[src/rtl/qxmm_pkg.sv]
// Shared types and constants for the quad X motor mixer.
package qxmm_pkg;

    localparam int SPEED_W = 10;
    localparam int CORR_W  = 12;
    localparam int SUM_W   = 15;
    localparam int STEP_W  = 8;
    localparam int ADDR_W  = 4;
    localparam int DATA_W  = 32;
    localparam int MOTORS  = 4;

    typedef logic [SPEED_W-1:0]               t_speed;
    typedef logic [MOTORS-1:0][SPEED_W-1:0]   t_speed_vec;
    typedef logic signed [CORR_W-1:0]         t_corr;
    typedef logic signed [SUM_W-1:0]          t_sum;

    typedef enum logic [1:0] {
        MODE_IDLE       = 2'd0,
        MODE_NORMAL     = 2'd1,
        MODE_FIX_HEIGHT = 2'd2,
        MODE_FAIL       = 2'd3
    } t_mode;

    // Register indexes, byte address 4*i
    localparam logic [1:0] REG_YAW_LIMIT      = 2'd0;
    localparam logic [1:0] REG_SPEED_MAX      = 2'd1;
    localparam logic [1:0] REG_THROTTLE_FLOOR = 2'd2;
    localparam logic [1:0] REG_FAIL_STEP      = 2'd3;

    localparam t_speed             RST_YAW_LIMIT      = 10'd100;
    localparam t_speed             RST_SPEED_MAX      = 10'd700;
    localparam t_speed             RST_THROTTLE_FLOOR = 10'd50;
    localparam logic [STEP_W-1:0]  RST_FAIL_STEP      = 8'd2;

    // Motor order in the speed vector
    localparam int M_FL = 0;
    localparam int M_RL = 1;
    localparam int M_FR = 2;
    localparam int M_RR = 3;

    typedef struct packed {
        t_speed             yaw_limit;
        t_speed             speed_max;
        t_speed             throttle_floor;
        logic [STEP_W-1:0]  fail_step;
    } t_cfg;

endpackage

[src/rtl/quad_x_motor_mixer_unit.sv]
// A request accepted into the input register moves on to the result register and shows
// at o_valid, waiting in the input register while the result register is stalled.
// Throughput: one request per cycle while the output is not stalled; the input register,
// the mix logic and the result register form a two-stage pipeline, and the stored speeds
// update as a request leaves the input register, so the next request sees them at once.
// Reset: registers return to their defaults, stored speeds clear to zero, pipeline empties.
module quad_x_motor_mixer_unit
    import qxmm_pkg::*;
(
    input  logic                        i_clk,
    input  logic                        i_rst_n,
    input  logic                        i_valid,
    output logic                        o_stall,
    input  logic [1:0]                  i_flight_mode,
    input  logic [SPEED_W-1:0]          i_throttle,
    input  logic signed [CORR_W-1:0]    i_pitch_correction,
    input  logic signed [CORR_W-1:0]    i_roll_correction,
    input  logic signed [CORR_W-1:0]    i_yaw_correction,
    input  logic signed [CORR_W-1:0]    i_height_correction,
    output logic                        o_valid,
    input  logic                        i_stall,
    output logic [SPEED_W-1:0]          o_front_left_speed,
    output logic [SPEED_W-1:0]          o_rear_left_speed,
    output logic [SPEED_W-1:0]          o_front_right_speed,
    output logic [SPEED_W-1:0]          o_rear_right_speed,
    output logic                        o_ramp_done,
    input  logic                        psel,
    input  logic                        penable,
    input  logic                        pwrite,
    input  logic [ADDR_W-1:0]           paddr,
    input  logic [DATA_W-1:0]           pwdata,
    output logic [DATA_W-1:0]           prdata,
    output logic                        pready
);

    t_cfg       cfg;
    logic       r_in_valid;
    t_mode      r_mode;
    t_speed     r_throttle;
    t_corr      r_pitch;
    t_corr      r_roll;
    t_corr      r_yaw;
    t_corr      r_height;
    t_speed_vec r_speeds;
    logic       r_out_valid;
    t_speed_vec r_out_speeds;
    logic       r_out_done;
    t_speed_vec mix_speeds;
    logic       mix_done;
    logic       out_free;
    logic       advance;
    logic       take;

    qxmm_cfg u_cfg (
        .i_clk   (i_clk),
        .i_rst_n (i_rst_n),
        .psel    (psel),
        .penable (penable),
        .pwrite  (pwrite),
        .paddr   (paddr),
        .pwdata  (pwdata),
        .prdata  (prdata),
        .pready  (pready),
        .o_cfg   (cfg)
    );

    qxmm_mix u_mix (
        .i_cfg       (cfg),
        .i_mode      (r_mode),
        .i_throttle  (r_throttle),
        .i_pitch     (r_pitch),
        .i_roll      (r_roll),
        .i_yaw       (r_yaw),
        .i_height    (r_height),
        .i_speeds    (r_speeds),
        .o_speeds    (mix_speeds),
        .o_ramp_done (mix_done)
    );

    assign out_free = !r_out_valid || !i_stall;
    assign advance  = r_in_valid && out_free;
    assign o_stall  = r_in_valid && !out_free;
    assign take     = i_valid && !o_stall;

    always_ff @(posedge i_clk) begin
        if (!i_rst_n) begin
            r_in_valid  <= 1'b0;
            r_out_valid <= 1'b0;
            r_speeds    <= '0;
        end else begin
            if (take) begin
                r_in_valid <= 1'b1;
            end else if (advance) begin
                r_in_valid <= 1'b0;
            end
            if (advance) begin
                r_out_valid <= 1'b1;
                r_speeds    <= mix_speeds;
            end else if (!i_stall) begin
                r_out_valid <= 1'b0;
            end
        end
    end

    // payload: load on accept, hold otherwise
    always_ff @(posedge i_clk) begin
        if (take) begin
            r_mode     <= t_mode'(i_flight_mode);
            r_throttle <= i_throttle;
            r_pitch    <= i_pitch_correction;
            r_roll     <= i_roll_correction;
            r_yaw      <= i_yaw_correction;
            r_height   <= i_height_correction;
        end
        if (advance) begin
            r_out_speeds <= mix_speeds;
            r_out_done   <= mix_done;
        end
    end

    assign o_valid             = r_out_valid;
    assign o_front_left_speed  = r_out_speeds[M_FL];
    assign o_rear_left_speed   = r_out_speeds[M_RL];
    assign o_front_right_speed = r_out_speeds[M_FR];
    assign o_rear_right_speed  = r_out_speeds[M_RR];
    assign o_ramp_done         = r_out_done;

endmodule

[src/rtl/qxmm_cfg.sv]
// APB register file holding the mixer limits.
module qxmm_cfg
    import qxmm_pkg::*;
(
    input  logic              i_clk,
    input  logic              i_rst_n,
    input  logic              psel,
    input  logic              penable,
    input  logic              pwrite,
    input  logic [ADDR_W-1:0] paddr,
    input  logic [DATA_W-1:0] pwdata,
    output logic [DATA_W-1:0] prdata,
    output logic              pready,
    output t_cfg              o_cfg
);

    t_cfg       r_cfg;
    t_cfg       n_cfg;
    logic [1:0] reg_idx;
    logic       wr_en;

    assign reg_idx = paddr[3:2];
    assign wr_en   = psel & penable & pwrite;
    assign pready  = 1'b1;
    assign o_cfg   = r_cfg;

    always_comb begin
        n_cfg = r_cfg;
        if (wr_en) begin
            case (reg_idx)
                REG_YAW_LIMIT:      n_cfg.yaw_limit      = pwdata[SPEED_W-1:0];
                REG_SPEED_MAX:      n_cfg.speed_max      = pwdata[SPEED_W-1:0];
                REG_THROTTLE_FLOOR: n_cfg.throttle_floor = pwdata[SPEED_W-1:0];
                REG_FAIL_STEP:      n_cfg.fail_step      = pwdata[STEP_W-1:0];
                default:            n_cfg = r_cfg;
            endcase
        end
    end

    always_comb begin
        case (reg_idx)
            REG_YAW_LIMIT:      prdata = {{(DATA_W-SPEED_W){1'b0}}, r_cfg.yaw_limit};
            REG_SPEED_MAX:      prdata = {{(DATA_W-SPEED_W){1'b0}}, r_cfg.speed_max};
            REG_THROTTLE_FLOOR: prdata = {{(DATA_W-SPEED_W){1'b0}}, r_cfg.throttle_floor};
            REG_FAIL_STEP:      prdata = {{(DATA_W-STEP_W){1'b0}}, r_cfg.fail_step};
            default:            prdata = '0;
        endcase
    end

    always_ff @(posedge i_clk) begin
        if (!i_rst_n) begin
            r_cfg.yaw_limit      <= RST_YAW_LIMIT;
            r_cfg.speed_max      <= RST_SPEED_MAX;
            r_cfg.throttle_floor <= RST_THROTTLE_FLOOR;
            r_cfg.fail_step      <= RST_FAIL_STEP;
        end else begin
            r_cfg <= n_cfg;
        end
    end

endmodule

[src/rtl/qxmm_mix.sv]
// Mixing, fail ramp and clamping for one control tick.
module qxmm_mix
    import qxmm_pkg::*;
(
    input  t_cfg       i_cfg,
    input  t_mode      i_mode,
    input  t_speed     i_throttle,
    input  t_corr      i_pitch,
    input  t_corr      i_roll,
    input  t_corr      i_yaw,
    input  t_corr      i_height,
    input  t_speed_vec i_speeds,
    output t_speed_vec o_speeds,
    output logic       o_ramp_done
);

    t_sum thr_s;
    t_sum pit_s;
    t_sum rol_s;
    t_sum yaw_s;
    t_sum hgt_s;
    t_sum lim_s;
    t_sum max_s;
    t_sum y_s;
    t_sum h_s;
    t_sum step_s;
    t_sum raw [MOTORS];
    logic done;
    logic below_floor;

    always_comb begin
        thr_s  = t_sum'({{(SUM_W-SPEED_W){1'b0}}, i_throttle});
        pit_s  = t_sum'({{(SUM_W-CORR_W){i_pitch[CORR_W-1]}}, i_pitch});
        rol_s  = t_sum'({{(SUM_W-CORR_W){i_roll[CORR_W-1]}}, i_roll});
        yaw_s  = t_sum'({{(SUM_W-CORR_W){i_yaw[CORR_W-1]}}, i_yaw});
        hgt_s  = t_sum'({{(SUM_W-CORR_W){i_height[CORR_W-1]}}, i_height});
        lim_s  = t_sum'({{(SUM_W-SPEED_W){1'b0}}, i_cfg.yaw_limit});
        max_s  = t_sum'({{(SUM_W-SPEED_W){1'b0}}, i_cfg.speed_max});
        step_s = t_sum'({{(SUM_W-STEP_W){1'b0}}, i_cfg.fail_step});

        // symmetric yaw clamp
        if (yaw_s > lim_s) begin
            y_s = lim_s;
        end else if (yaw_s < -lim_s) begin
            y_s = -lim_s;
        end else begin
            y_s = yaw_s;
        end
        h_s = (i_mode == MODE_FIX_HEIGHT) ? hgt_s : '0;

        done = 1'b0;
        case (i_mode)
            MODE_IDLE: begin
                for (int i = 0; i < MOTORS; i++) raw[i] = '0;
            end
            MODE_NORMAL, MODE_FIX_HEIGHT: begin
                raw[M_FL] = thr_s + pit_s - rol_s + y_s + h_s;
                raw[M_RL] = thr_s - pit_s - rol_s - y_s + h_s;
                raw[M_FR] = thr_s + pit_s + rol_s - y_s + h_s;
                raw[M_RR] = thr_s - pit_s + rol_s + y_s + h_s;
            end
            MODE_FAIL: begin
                for (int i = 0; i < MOTORS; i++) begin
                    raw[i] = t_sum'({{(SUM_W-SPEED_W){1'b0}}, i_speeds[i]}) - step_s;
                end
                done = (raw[M_FL] <= 0) && (raw[M_RL] <= 0)
                    && (raw[M_FR] <= 0) && (raw[M_RR] <= 0);
            end
            default: begin
                for (int i = 0; i < MOTORS; i++) raw[i] = '0;
            end
        endcase

        below_floor = (i_throttle < i_cfg.throttle_floor);

        for (int i = 0; i < MOTORS; i++) begin
            if (below_floor || raw[i] < 0) begin
                o_speeds[i] = '0;
            end else if (raw[i] > max_s) begin
                o_speeds[i] = i_cfg.speed_max;
            end else begin
                o_speeds[i] = raw[i][SPEED_W-1:0];
            end
        end
        o_ramp_done = done;
    end

endmodule
[config.mk]
export PLATFORM = sky130hd
export DESIGN_NAME = quad_x_motor_mixer_unit
export DESIGN_NICKNAME = d
export VERILOG_FILES = /design/src/rtl/qxmm_pkg.sv /design/src/rtl/quad_x_motor_mixer_unit.sv /design/src/rtl/qxmm_cfg.sv /design/src/rtl/qxmm_mix.sv
export SDC_FILE = /design/constraint.sdc
export NUM_CORES = 1
export LEC_CHECK = 0
export ABC_AREA = 1
export BUFFER_PORTS_ARGS = -buffer_cell sky130_fd_sc_hd__buf_2
export CAP_MARGIN = 20
export CORE_MARGIN = 4
export CORE_UTILIZATION = 50
export DETAILED_ROUTE_END_ITERATION = 7
export PLACE_DENSITY = 0.66
export SYNTH_ARGS = -nofsm -noshare
export SYNTH_HDL_FRONTEND = slang
export SYNTH_SLANG_ARGS = --single-unit
export TNS_END_PERCENT = 20
[constraint.sdc]
create_clock -name i_clk -period 12.3 [get_ports i_clk]
set_input_delay 0.615 -clock i_clk [delete_from_list [all_inputs] [get_ports i_clk]]
set_output_delay 0.615 -clock i_clk [all_outputs]
set_load 0.03 [all_outputs]
==> results.py <==
metrics = {
    "synth": {
        "async_flop_share": 0,
        "yosys_warnings": 0,
        "synth-seq-cells": 181,
        "syn_inst": 2355,
        "ys_seq_area_frac": 0.255,
        "syn-cell-area_um2": 18200,
        "ys_types": 53,
        "synth_edf_count": 101,
        "post_synth.cell_area_avg_um2": 7.72,
        "synth_top_flop_cell": "edfxtp_1",
    },
    "routing": {
        "drc_errors": 0,
        "wl_mm": 52.2,
        "vias_per_cell": 5.44,
        "first_pass_iters": 6,
        "ant_nets": 0,
        "vias": 16000,
        "post_drt_wl_per_cell_um": 17.7,
        "dr.first_iter.drc_count": 1247,
    },
    "critical_path": {
        "reg2reg_slack_ns": 4.22,
        "cpMostUsedCell": "nor2_1",
        "critPathSlowestCell": "o22ai_1",
        "critPathCaptureType": "flop",
        "cp_top_family": "compound AO/OA/AOI/OAI gates",
        "crit_fanout": 13,
        "critPathBufInv": 4,
        "crit_arrival_ns": 8.31,
        "cpPeakStageDelay_ns": 0.77,
        "crit_type": "flop to flop",
        "critPathLaunchType": "flop",
        "cp_data_required_time_ns": 12.52,
    },
    "sta": {
        "finalCritPeriodShare": 0.657,
        "finalSetupTns_ns": 0,
        "setup_viol": 0,
        "hold_viol": 0,
        "timing.final.max_slew_violations": 0,
        "skew_ns": 0.0160,
        "slew_headroom": 0.336,
        "rsz0062_at_grt": "false",
        "worst_pin_slew_ns": 0.996,
        "fin_crit_ns": 8.08,
        "max_freq_ghz": 0.124,
    },
    "floorplanning": {
        "ios": 179,
        "fp.dieH_um": 199,
        "fp-row-count": 69,
        "core_area_um2": 35700,
        "dieWidth_um": 199,
        "dieArea_um2": 39500,
        "initial_core_util": 0.509,
    },
    "finish": {
        "final_nets": 2880,
        "final_common_cell": "inv_1",
        "fillers": 3415,
        "multi_input_area_um2": 11600,
        "area_delta_synth_final_pct": 9.31,
        "drive_above_1_share": 0.104,
        "antenna_cells": 0,
        "final_cell_mix": "425 x inv_1, 317 x nand2_1, 280 x a21oi_1",
        "regArea_um2": 4630,
    },
    "clock_tree": {
        "hold_buffers": 0,
        "cts_max_level": 4,
        "cts_buffer_depth": 2,
        "cts_tree": "built",
        "cts_resized": 0,
        "cts_buffers": 17,
        "cts.sinks": 181,
        "clk_latency_ns": 0.47,
        "cts_setup_buffers": 0,
        "clkSlewWorstSetupHoldPaths_ns": 0.08,
        "cts-root-buf": "clkbuf_16",
    },
    "placement": {
        "gp_congestion": 0.956,
        "place_hpwl_mm": 42.9,
        "portBuffers": 131,
    },
    "power": {
        "seqPwrFrac": 0.195,
        "internal-power_uw": 1890,
        "leakagePower_uw": 0.0101,
        "pwr-share-comb": 0.659,
        "p_per_area_nw_per_um2": 195,
        "clock_power_share": 0.146,
        "switchingPower_uw": 1980,
        "finalPower_uw": 3870,
        "peakVddDrop_v": 0.000123,
        "power.share.switching": 0.512,
    },
    "global_routing": {
        "antenna_found_initial": 0,
        "grt_pass1_vias": 15200,
        "grt_pass1_wl_mm": 81.3,
        "gr-total-overflow": 0,
        "grt.total_usage": 0.265,
        "grt_max_degree": 90,
    },
    "min_path": {
        "min-delay-path-class": "primary input to flop",
    },
    "outcome": {
        "status": "completed",
    },
    "job": {
        "cap_violations": 0,
    },
}
cells by family (layout without fill, tap and decap cells):
logic type,count (synthesis),in the layout,synth area share
other,2,23,0.000413
adder cells (fa/ha/maj),304,304,0.236
buffers and inverters,511,621,0.111
AO/OA/AOI/OAI,590,590,0.183
XOR/XNOR,105,105,0.0506
AND/OR/NAND/NOR,662,662,0.165
flip-flops,181,181,0.255
flip-flops by register name, indices dropped and copies added, names as in the netlist, 10 cells and up:
name and cells:
o_front_left_speed 10, o_front_right_speed 10, o_rear_left_speed 10, o_rear_right_speed 10, r_height 12, r_pitch 12
r_roll 12, r_speeds 40, r_throttle 10, r_yaw 12, u_cfg.o_cfg 38
final timing paths:
check | cells past startpoint | to | from
worst max-delay path | 38 | o_rear_right_speed[7]$_DFFE_PP_ | u_cfg.o_cfg[28]$_SDFFE_PN0P_
worst min-delay path | 1 | r_height[1]$_DFFE_PP_ | i_height_correction[1]
worst max register to register | 38 | o_rear_right_speed[7]$_DFFE_PP_ | u_cfg.o_cfg[28]$_SDFFE_PN0P_
worst min register to register | 2 | u_cfg.o_cfg[16]$_SDFFE_PN0P_ | u_cfg.o_cfg[16]$_SDFFE_PN0P_
power by group through the flow:
stage               logic, uW  clock network (uW)  registers, uW
floorplan                1820                   0            817
global placement         2470                   0            766
detailed placement       2500                   0            767
CTS                      2520                 578            754
global route             2880                 599            760
finish                   2550                 565            753
worst reg2reg max path: cells and delay by family, from the launching register on:
kind	cells	cell delay [ns]
AOI/OAI and AO/OA	12	3.16
buffers and inverters	4	0.57
adders and majority gates	5	1.77
and+or+nand+nor	17	1.95
DFF	1	0.38
cell usage after synthesis, types with 3 or more instances:
cell type,number,area [um2]
nand2_4,4,45.0
nor4_1,8,50.1
inv_1,426,1600
inv_2,11,41.3
nor3_1,21,105
buf_2,5,25.0
o31ai_1,17,128
buf_4,23,173
nand2_1,317,1190
a21oi_2,10,87.6
o21ai_1,3,15.0
nand3_1,137,686
dfxtp_1,80,1600
or2_2,24,150
o21ai_0,170,851
ha_1,240,3000
nand3b_1,5,37.5
nand2_2,5,31.3
a21oi_1,281,1410
xor2_1,87,762
a211oi_1,3,22.5
a21o_1,14,105
o21a_1,6,45.0
o221ai_1,5,43.8
o21bai_1,28,210
o2111ai_1,9,78.8
edfxtp_1,101,3030
xnor2_1,18,158
clkbuf_1,41,154
o22ai_1,6,37.5
nor2_1,107,402
nand4_1,12,75.1
nand3_2,13,130
fa_1,64,1280
a31oi_1,3,18.8
o211ai_1,26,195
through the flow:
stage	cell area (um2)	hold slack, ns	cells	setup WS, ns	util
after floorplan	18300	0.450	2376	5.98	-
after global placement	19300	0.492	2914	4.49	0.540
after detailed placement	19300	0.495	2914	4.31	0.540
after CTS	19900	0.289	2946	4.28	0.556
after global routing	19900	0.294	2947	3.51	0.556
final	19900	0.317	2947	4.22	0.556
layout make-up:
cell class                      count  share of cell area
Clock inverter                     14             0.00818
Tap cell                          461              0.0290
Sequential cell                   181               0.233
Clock buffer                       18              0.0216
Multi-Input combinational cell   1684               0.585
Timing Repair Buffer              151              0.0404
Inverter                          438              0.0829
routing by layer:
| layer | GRT usage | part of all wire | up-vias |
|---|---|---|---|
| met3 | 0.0301 | 0.048 | 59 |
| li1 | - | - | 8059 |
| met5 | 0 | 0 | - |
| met1 | 0.351 | 0.45 | 7482 |
| met2 | 0.456 | 0.48 | 427 |
| met4 | 0.0818 | 0.028 | 0 |
Power figures use the tool's default switching activity.
